`src/design/hket_pkg.sv`:
```
// ----------------------------------------------------------------------------
// hket_pkg
// Shared types and constants for the HID key event tracker: request and
// result payloads, request codes, event flag bits and controller commands.
// ----------------------------------------------------------------------------
package hket_pkg;

  localparam int ADDR_W = 2;
  localparam logic [ADDR_W-1:0] ADDR_EVENT_MASK = 2'd0;

  localparam logic [1:0] REQ_UPDATE = 2'd0;
  localparam logic [1:0] REQ_ACK    = 2'd1;
  localparam logic [1:0] REQ_CLEAR  = 2'd2;

  localparam logic [15:0] PAGE_KEYBOARD = 16'h0007;
  localparam logic [15:0] PAGE_CONSUMER = 16'h000C;

  localparam logic [7:0] EV_KEY_DOWN  = 8'h01;
  localparam logic [7:0] EV_KEY_UP    = 8'h02;
  localparam logic [7:0] EV_CONS_DOWN = 8'h04;
  localparam logic [7:0] EV_CONS_UP   = 8'h08;

  typedef struct packed {
    logic [1:0]  req_type;
    logic [15:0] hid_page;
    logic [15:0] hid_code;
    logic        key_down;
    logic [7:0]  ack_bits;
    logic        up_on_clear;
  } hket_req_t;

  typedef struct packed {
    logic [7:0] event_flags;
    logic       irq_set;
    logic       state_changed;
    logic       any_key_held;
    logic       any_consumer_held;
  } hket_res_t;

  typedef struct packed {
    logic capture;
    logic read;
    logic update;
  } hket_cmd_t;

  typedef enum logic [1:0] {
    ST_IDLE,
    ST_READ,
    ST_UPDATE
  } hket_state_t;

endpackage

```
`src/design/hket_ctrl.sv`:
```
// ----------------------------------------------------------------------------
// hket_ctrl
// Sequencer for one request: capture, key bit read, then update and result.
// ----------------------------------------------------------------------------
module hket_ctrl (
  input  logic                 clk,
  input  logic                 rst,
  input  logic                 start,
  output logic                 busy,
  output hket_pkg::hket_cmd_t  cmd
);
  import hket_pkg::*;

  hket_state_t state;
  hket_state_t state_next;

  always_ff @(posedge clk) begin
    if (rst) begin
      state <= ST_IDLE;
    end else begin
      state <= state_next;
    end
  end

  always_comb begin
    state_next = state;
    unique case (state)
      ST_IDLE: begin
        if (start) begin
          state_next = ST_READ;
        end
      end
      ST_READ:   state_next = ST_UPDATE;
      ST_UPDATE: state_next = ST_IDLE;
      default:   state_next = ST_IDLE;
    endcase
  end

  always_comb begin
    busy        = 1'b1;
    cmd.capture = 1'b0;
    cmd.read    = 1'b0;
    cmd.update  = 1'b0;
    unique case (state)
      ST_IDLE: begin
        busy        = 1'b0;
        cmd.capture = start;
      end
      ST_READ:   cmd.read = 1'b1;
      ST_UPDATE: cmd.update = 1'b1;
      default:   busy = 1'b1;
    endcase
  end

endmodule

```
`src/design/hket_dpath.sv`:
```
// ----------------------------------------------------------------------------
// hket_dpath
// Key bitmap memory with per-entry valid bits, held-key counters, sticky
// event flags and the registered result.
// ----------------------------------------------------------------------------
module hket_dpath #(
  parameter int USAGES_PER_PAGE = 256
) (
  input  logic                 clk,
  input  logic                 rst,
  input  hket_pkg::hket_cmd_t  cmd,
  input  hket_pkg::hket_req_t  req,
  input  logic [7:0]           event_mask,
  output logic                 done,
  output hket_pkg::hket_res_t  result
);
  import hket_pkg::*;

  localparam int IDW   = $clog2(USAGES_PER_PAGE);
  localparam int DEPTH = USAGES_PER_PAGE;
  localparam int CW    = $clog2(USAGES_PER_PAGE + 1);

  hket_req_t         req_q;
  // Each entry holds the keyboard bit (bit 0) and the consumer bit (bit 1)
  // of one usage id.
  logic [1:0]        key_ram [DEPTH];
  logic [DEPTH-1:0]  key_valid;
  logic [1:0]        key_rd;
  logic              vld_rd;
  logic [7:0]        flags;
  logic [CW-1:0]     kb_cnt;
  logic [CW-1:0]     cs_cnt;

  logic              is_kb;
  logic              is_cs;
  logic              in_range;
  logic              upd;
  logic [IDW-1:0]    addr;
  logic [1:0]        cur;
  logic [1:0]        wr_word;
  logic              was;
  logic [7:0]        ev;
  logic [7:0]        flags_next;
  logic              irq;
  logic              chg;
  logic              clr_all;
  logic [CW-1:0]     kb_cnt_next;
  logic [CW-1:0]     cs_cnt_next;

  always_ff @(posedge clk) begin
    if (cmd.capture) begin
      req_q <= req;
    end
  end

  assign is_kb    = (req_q.hid_page == PAGE_KEYBOARD);
  assign is_cs    = (req_q.hid_page == PAGE_CONSUMER);
  assign in_range = (req_q.hid_code < 16'(USAGES_PER_PAGE));
  assign upd      = (req_q.req_type == REQ_UPDATE) && (is_kb || is_cs) && in_range;
  assign addr     = req_q.hid_code[IDW-1:0];
  assign cur      = vld_rd ? key_rd : 2'b00;
  assign was      = is_cs ? cur[1] : cur[0];
  assign wr_word  = is_cs ? {req_q.key_down, cur[0]} : {cur[1], req_q.key_down};

  // Entries not written since the last clear read as released.
  always_ff @(posedge clk) begin
    if (cmd.read) begin
      key_rd <= key_ram[addr];
      vld_rd <= key_valid[addr];
    end
    if (cmd.update && upd) begin
      key_ram[addr] <= wr_word;
    end
  end

  always_ff @(posedge clk) begin
    if (rst) begin
      key_valid <= '0;
    end else if (cmd.update && clr_all) begin
      key_valid <= '0;
    end else if (cmd.update && upd) begin
      key_valid[addr] <= 1'b1;
    end
  end

  always_comb begin
    ev          = '0;
    flags_next  = flags;
    irq         = 1'b0;
    chg         = 1'b0;
    clr_all     = 1'b0;
    kb_cnt_next = kb_cnt;
    cs_cnt_next = cs_cnt;
    case (req_q.req_type)
      REQ_UPDATE: begin
        if (upd && (was != req_q.key_down)) begin
          chg = 1'b1;
          if (is_cs) begin
            ev          = req_q.key_down ? EV_CONS_DOWN : EV_CONS_UP;
            cs_cnt_next = req_q.key_down ? cs_cnt + CW'(1) : cs_cnt - CW'(1);
          end else begin
            ev          = req_q.key_down ? EV_KEY_DOWN : EV_KEY_UP;
            kb_cnt_next = req_q.key_down ? kb_cnt + CW'(1) : kb_cnt - CW'(1);
          end
        end
      end
      REQ_ACK: begin
        flags_next = flags & ~req_q.ack_bits;
        irq        = |(flags_next & event_mask);
      end
      REQ_CLEAR: begin
        clr_all     = 1'b1;
        chg         = (kb_cnt != '0) || (cs_cnt != '0);
        kb_cnt_next = '0;
        cs_cnt_next = '0;
        if (req_q.up_on_clear) begin
          if (kb_cnt != '0) begin
            ev = ev | EV_KEY_UP;
          end
          if (cs_cnt != '0) begin
            ev = ev | EV_CONS_UP;
          end
        end
      end
      default: begin
        chg = 1'b0;
      end
    endcase
    if (ev != '0) begin
      flags_next = flags | ev;
      irq        = |(flags_next & event_mask);
    end
  end

  always_ff @(posedge clk) begin
    if (rst) begin
      flags  <= '0;
      kb_cnt <= '0;
      cs_cnt <= '0;
      done   <= 1'b0;
    end else begin
      done <= cmd.update;
      if (cmd.update) begin
        flags  <= flags_next;
        kb_cnt <= kb_cnt_next;
        cs_cnt <= cs_cnt_next;
      end
    end
  end

  always_ff @(posedge clk) begin
    if (cmd.update) begin
      result.event_flags       <= flags_next;
      result.irq_set           <= irq;
      result.state_changed     <= chg;
      result.any_key_held      <= (kb_cnt_next != '0);
      result.any_consumer_held <= (cs_cnt_next != '0);
    end
  end

`ifndef ASSERT_OFF
  a_done_after_update: assert property (@(posedge clk) disable iff (rst)
    done |-> $past(cmd.update))
    else $error("result strobe without a preceding update cycle");

  a_irq_masked: assert property (@(posedge clk) disable iff (rst)
    (done && result.irq_set) |-> ((result.event_flags & $past(event_mask)) != '0))
    else $error("interrupt raised with no enabled flag set");

  a_upper_flags_zero: assert property (@(posedge clk) disable iff (rst)
    flags[7:4] == 4'd0)
    else $error("event flag bits above bit 3 were set");

  a_count_bound: assert property (@(posedge clk) disable iff (rst)
    (kb_cnt <= CW'(USAGES_PER_PAGE)) && (cs_cnt <= CW'(USAGES_PER_PAGE)))
    else $error("held key count exceeds page size");
`endif

endmodule

```
`src/design/hid_key_event_tracker_unit.sv`:
```
// ----------------------------------------------------------------------------
// hid_key_event_tracker_unit
// Tracks held keyboard and consumer usages and raises sticky event flags
// with a masked interrupt request; event mask set through an APB port.
// ----------------------------------------------------------------------------
// The request is captured at the accepting edge, the key memory is read in
// ST_READ and written back in ST_UPDATE, and done and result are registered
// from ST_UPDATE. A new request is taken only once that write-back is done;
// busy is high meanwhile. Results are shown for one cycle and cannot be stalled.
// Reset clears all held keys (valid bits), counters, flags and event_mask.
module hid_key_event_tracker_unit #(
  parameter int USAGES_PER_PAGE = 256
) (
  input  logic                              clk,
  input  logic                              rst,
  input  logic                              start,
  output logic                              busy,
  input  hket_pkg::hket_req_t               req,
  output logic                              done,
  output hket_pkg::hket_res_t               result,
  input  logic                              psel,
  input  logic                              penable,
  input  logic                              pwrite,
  input  logic [hket_pkg::ADDR_W-1:0]       paddr,
  input  logic [31:0]                       pwdata,
  output logic [31:0]                       prdata,
  output logic                              pready
);
  import hket_pkg::*;

  hket_cmd_t  cmd;
  logic [7:0] event_mask;

  assign pready = 1'b1;

  always_ff @(posedge clk) begin
    if (rst) begin
      event_mask <= '0;
    end else if (psel && penable && pwrite && (paddr == ADDR_EVENT_MASK)) begin
      event_mask <= pwdata[7:0];
    end
  end

  assign prdata = (paddr == ADDR_EVENT_MASK) ? {24'd0, event_mask} : 32'd0;

  hket_ctrl u_ctrl (
    .clk   (clk),
    .rst   (rst),
    .start (start),
    .busy  (busy),
    .cmd   (cmd)
  );

  hket_dpath #(
    .USAGES_PER_PAGE (USAGES_PER_PAGE)
  ) u_dpath (
    .clk        (clk),
    .rst        (rst),
    .cmd        (cmd),
    .req        (req),
    .event_mask (event_mask),
    .done       (done),
    .result     (result)
  );

endmodule

```
`config.mk`:
```
export PLATFORM = sky130hd
export DESIGN_NAME = hid_key_event_tracker_unit
export DESIGN_NICKNAME = d
export VERILOG_FILES = /design/src/design/hket_pkg.sv /design/src/design/hket_ctrl.sv /design/src/design/hket_dpath.sv /design/src/design/hid_key_event_tracker_unit.sv
export SDC_FILE = /design/constraint.sdc
export NUM_CORES = 1
export LEC_CHECK = 0
export BUFFER_PORTS_ARGS = -buffer_cell sky130_fd_sc_hd__buf_4
export CORE_MARGIN = 2
export CORE_UTILIZATION = 30
export CTS_CLUSTER_DIAMETER = 200
export DETAILED_ROUTE_END_ITERATION = 10
export PLACE_DENSITY = 0.46
export SYNTH_ARGS = -nofsm -noshare
export SYNTH_HDL_FRONTEND = slang
export SYNTH_SLANG_ARGS = --single-unit
export TNS_END_PERCENT = 100
```
`constraint.sdc`:
```
create_clock -name clk -period 26 [get_ports clk]
set_input_delay 2.6 -clock clk [delete_from_list [all_inputs] [get_ports clk]]
set_output_delay 2.6 -clock clk [all_outputs]
set_load 0.05 [all_outputs]
```
# Word level (Yosys, flattened, before mapping)
# Memory sizes are Yosys's and may differ from the RTL's. A register that Yosys moved wholly into a read port is not among the register bits.
# Cells that the tools add are included.
dict set report totals {
  ff_bits 350
  mem_bits_rw 512
  word_cells 102
  mem_count 1
}
# name words word_bits read_ports rd_clocked_by_memory_dff write_ports line
set mem_list {}
lappend mem_list {u_dpath.key_ram 256 2 1 1 1 hket_dpath.sv:26} ;# logic [1:0] key_ram [DEPTH];
dict set report classes {
  addsub 4
  order_cmp 3
  eq_ne 8
  n_mux 39
  n_bitwise 6
  reduce_logical 22
}
# cell n
set op_table {}
lappend op_table {{$or A256 B256 Y256} 1}
lappend op_table {{$mux W9} 6}
lappend op_table {{$mux W8} 6}
lappend op_table {{$pmux W9 S2} 2}
lappend op_table {{$reduce_bool A9 Y1} 4}
lappend op_table {{$and A8 B8 Y8} 3}
lappend op_table {{$add A9 B1 Y9 const B} 2}
lappend op_table {{$sub A9 B1 Y9 const B} 2}
lappend op_table {{$eq A16 B3 Y1 const B} 1}
lappend op_table {{$eq A16 B4 Y1 const B} 1}
lappend op_table {{$lt A16 B9 Y1 const B} 1}
lappend op_table {{$pmux W8 S2} 1}
lappend op_table {{$reduce_or A8 Y1} 2}
lappend op_table {{$mux W1} 13}
lappend op_table {{$mux W2} 5}
lappend op_table {{$logic_and A1 B1 Y1} 9}
lappend op_table {{$lt A8 B9 Y1 const B} 1}
lappend op_table {{$bmux W1 S8} 1}
lappend op_table {{$demux W1 S8} 1}
lappend op_table {{$ge A8 B1 Y1 const B} 1}
lappend op_table {{$mux W4} 2}
lappend op_table {{$not A8 Y8} 1}
lappend op_table {{$or A8 B8 Y8} 1}
lappend op_table {{$reduce_bool A8 Y1} 1}
lappend op_table {{other kinds (9)} 14}

# Longest topological paths before layout
dict set report depth {
  word_depth 11
  mapped_depth 11
}

# Modules after synthesis
# From an unflattened synthesis, not the netlist that was laid out.
dict set report unflattened {
  cells_unflattened 2305
  hier_area_um2 35053.6
}
# mod instances cells_each area_each_um2
set by_module_without_submodules {}
lappend by_module_without_submodules {hket_dpath 1 2225 34329.2}
lappend by_module_without_submodules {hid_key_event_tracker_unit 1 71 625.6}
lappend by_module_without_submodules {hket_ctrl 1 9 98.8}

# Least setup slack after synthesis
# OpenSTA, ideal clock, no wires.
dict set report synth_path {
  path_kind {register -> register}
  startpoint {register u_dpath.req_q[30] (netlist name)}
  endpoint {memory u_dpath.key_ram[0][0] (data pin)}
  setup_ps 2187
  arrival_ps 11038
  required_ps 23813
  setup_slack_ps 12775
  stages_incl_launch_ff 5
  cell_sequence {edfxtp_1 nor4_1 and4_1 nand2_1 o21ai_0}
}
dict set report synth_via {
  elab_chain_cells 2
}
# item line
set synth_rtl {}
lappend synth_rtl {{start: declaration} hket_dpath.sv:23} ;# hket_req_t req_q;
lappend synth_rtl {{start signal: assignment} hket_dpath.sv:52} ;# req_q <= req;
lappend synth_rtl {{$eq A16 B4 Y1} hket_dpath.sv:57} ;# assign is_cs = (req_q.hid_page == PAGE_CONSUMER);
lappend synth_rtl {{$mux W2} hket_dpath.sv:63} ;# assign wr_word = is_cs ? {req_q.key_down, cur[0]} : {cur[1], req_q.key_down};
lappend synth_rtl {{net u_dpath.wr_word[0]} hket_dpath.sv:40} ;# logic [1:0] wr_word;
lappend synth_rtl {{end: declaration} hket_dpath.sv:26}
# The timed path passes the listed nets, and every way through them passes these cells.

# Worst setup path in the final report
dict set report layout_path {
  startpoint {input port paddr[1] (netlist name)}
  endpoint {output port prdata[4]}
}
dict set report layout_via {
  elab_chain_cells 2
}
# item line
set layout_rtl {}
lappend layout_rtl {{start: declaration} hid_key_event_tracker_unit.sv:24} ;# input logic [hket_pkg::ADDR_W-1:0] paddr,
lappend layout_rtl {{$logic_not A2 Y1} hid_key_event_tracker_unit.sv:44} ;# assign prdata = (paddr == ADDR_EVENT_MASK) ? {24'd0, event_mask} : 32'd0;
lappend layout_rtl {{$mux W8} hid_key_event_tracker_unit.sv:44}
lappend layout_rtl {{end: declaration} hid_key_event_tracker_unit.sv:26} ;# output logic [31:0] prdata,
# Every way passes these cells.

==> flow_metrics.tcl <==
set metrics [dict create \
    arrival_ns 3.39 \
    postCtsSetupRepairBufs 0 \
    synth-seq-cells 864 \
    grt_usage_pct 15.2 \
    dieHeight_um 344 \
    synth_top_area_share_pct 49.5 \
    route.vias.total 19900 \
    synthTopCellsByArea "edfxtp_1 (49%), dfxtp_1 (17%), mux4_2 (12%)" \
    rsz0062_at_grt "false" \
    synth_area_leader_cell "edfxtp_1" \
    finalHoldViolations 0 \
    grt_overflow 0 \
    gp_congestion 0.775 \
    drive_gt1_share_pct 19.9 \
    dp_hpwl_um 53800 \
    cts_buffers 93 \
    synth_compound_area_share_pct 10.5 \
    worstPathMaxFanout 8 \
    cts.path.max_buffers 3 \
    synthCells 2276 \
    cp-end-kind "output pin" \
    cts_num_sinks 864 \
    tns_ns 0 \
    start_kind "input port" \
    wl_per_cell_um 23.0 \
    grt_pass1_vias 20500 \
    cts_tree "built" \
    finish.net_count 2433 \
    dieWidth_um 344 \
    die_area_um2 118000 \
    synthFlopType "edfxtp_1" \
    yosysWarnings 0 \
    synth_adder_area_share_pct 0.621 \
    hold_class "reg -> reg" \
    slew_violations 0 \
    ys_types 65 \
    antenna_found_initial 2 \
    p_total_mw 2.95 \
    fmax_mhz 167 \
    drtPass1Iterations 5 \
    grt_max_degree 257 \
    status "complete, no violations" \
    synth-xor-area-share_pct 0.303 \
    drcViolationCount 0 \
    synth_edf_count 571 \
    maxSlewHeadroom_pct 23.7 \
    ios 131 \
    fillers 11000 \
    synth.most_common_cell "edfxtp_1" \
    cts.clk_slew.worst_paths_ns 0.06 \
    htreeDepth 3 \
    fin_skew_ns 0.0485 \
    ys_seq_area_share_pct 66.4 \
    drt_iter0_markers 1558 \
    grt_pass1_wl_um 134000 \
    reg2reg_slack_ns 20.76 \
    clkLatencyLatePin_ns 0.67 \
    syn2layout_area_growth_pct 14.7 \
    synth-simple-area-share_pct 6.25 \
    finalCriticalPeriod_ns 5.99 \
    viasPerCell 5.07 \
    path_class "in -> out" \
    ir_drop_mv 0.0446 \
    wirelength_um 90500 \
    synth_top_family_by_area "multiplexers" \
    synth.area.mux_share_pct 13.2 \
    setup_viol 0 \
    synth_commonest_cells "edfxtp_1 (571), nor2_1 (319), dfxtp_1 (293)" \
    cap_viol_max_count 0 \
    period_share_pct 23.1 \
    power.density_nw_per_um2 74.2 \
    clock-root-buffer "clkbuf_16" \
    start_util_pct 30.3 \
    p_leak_nw 12.8 \
    core_um2 115000 \
    row_count 124 \
    io_buffers 81 \
    synthArstFlopShare_pct 0 \
    crit_required_ns 23.40 \
    drt.antenna.violating_nets 0 \
    ctsResizeCount 0 \
    synth.avg_cell_area_um2 15.2 \
    worst_slew_pin_slew_ns 1.14 \
    netlist_area_um2 34700 \
    hold_buffers 0 \
]
report_power, final:
| part | internal (mW) | switching [mW] | leakage (nW) |
|---|---|---|---|
| combinational | 0.0524 | 0.108 | 3.75 |
| sequential | 1.47 | 0.00632 | 7.56 |
| clock | 0.752 | 0.564 | 1.50 |
cell type report:
cell class	instances	area, µm²	share of cell area [%]
timing repair buffer	109	868	2.18
inverter	8	30.0	0.0755
tap	1512	1890	4.76
sequential	864	23000	57.9
antenna	2	5.00	0.0126
clock inverter	52	495	1.25
multi-input combinational	1257	10900	27.4
clock buffer	123	2560	6.44
sequential cells by signal, indices dropped and copies added (netlist names), 8 cells and up:
register and cells:
u_dpath.cs_cnt 9, u_dpath.key_ram 512, u_dpath.flags 8, u_dpath.key_valid 256
u_dpath.addr 8, u_dpath.kb_cnt 9, event_mask 8, u_dpath.req_q 36
u_dpath.result 12
kinds of logic after synthesis:
family / count (synthesis)
XOR/XNOR: 12
buffers and inverters: 178
flip-flops: 864
other: 2
multiplexers: 218
adder cells (fa/ha/maj): 16
AND/OR/NAND/NOR: 495
AO/OA/AOI/OAI: 491
through the flow:
| step | utilization, % | setup WS, ns | std cells | hold WS (ns) | area [µm²] |
|---|---|---|---|---|---|
| 6_report | 34.7 | 20.01 | 3927 | 0.460 | 39800 |
| 5_1_grt | 34.7 | 19.92 | 3925 | 0.472 | 39800 |
| 4_1_cts | 34.7 | 19.99 | 3925 | 0.462 | 39800 |
| 3_5_place_dp | 32.1 | 19.99 | 3750 | 0.448 | 36700 |
| 3_3_place_gp | 32.1 | 20.03 | 3750 | 0.441 | 36700 |
| 2_1_floorplan | - | 12.78 | 2299 | 0.435 | 34700 |
routing by layer:
layer | global-route usage, % | wire, µm | up-vias
met5 | 0 | 0 | -
met4 | 5.41 | 2810 | 0
met3 | 2.91 | 5140 | 151
met2 | 24.6 | 42500 | 568
met1 | 20.4 | 40000 | 10200
li1 | - | - | 8964
final timing paths:
check                              start                endpoint  cells after the start
setup / recovery                paddr[1]               prdata[4]                      4
hold / removal    u_dpath.key_valid[150]  u_dpath.key_valid[150]                      1
setup reg to reg         u_dpath.addr[0]          u_dpath.vld_rd                      9
hold reg to reg   u_dpath.key_valid[150]  u_dpath.key_valid[150]                      1
critical path: stages:
cell	delay (ns)
buf_4	0.11
nor2_1	0.29
and2_1	0.19
buf_4	0.19
cells in the final DEF (no fill, tap or decap), drive strengths merged, types with 27 or more instances in the layout:
cell type,Yosys,final
a21oi,43,43
a22o,27,27
a22oi,44,44
buf,71,109
clkbuf,99,123
clkinv,0,35
dfxtp,293,293
edfxtp,571,571
mux4,192,192
nand2,53,53
nor2,319,319
nor3,28,28
o21a,258,258
Power figures use the tool's default switching activity.
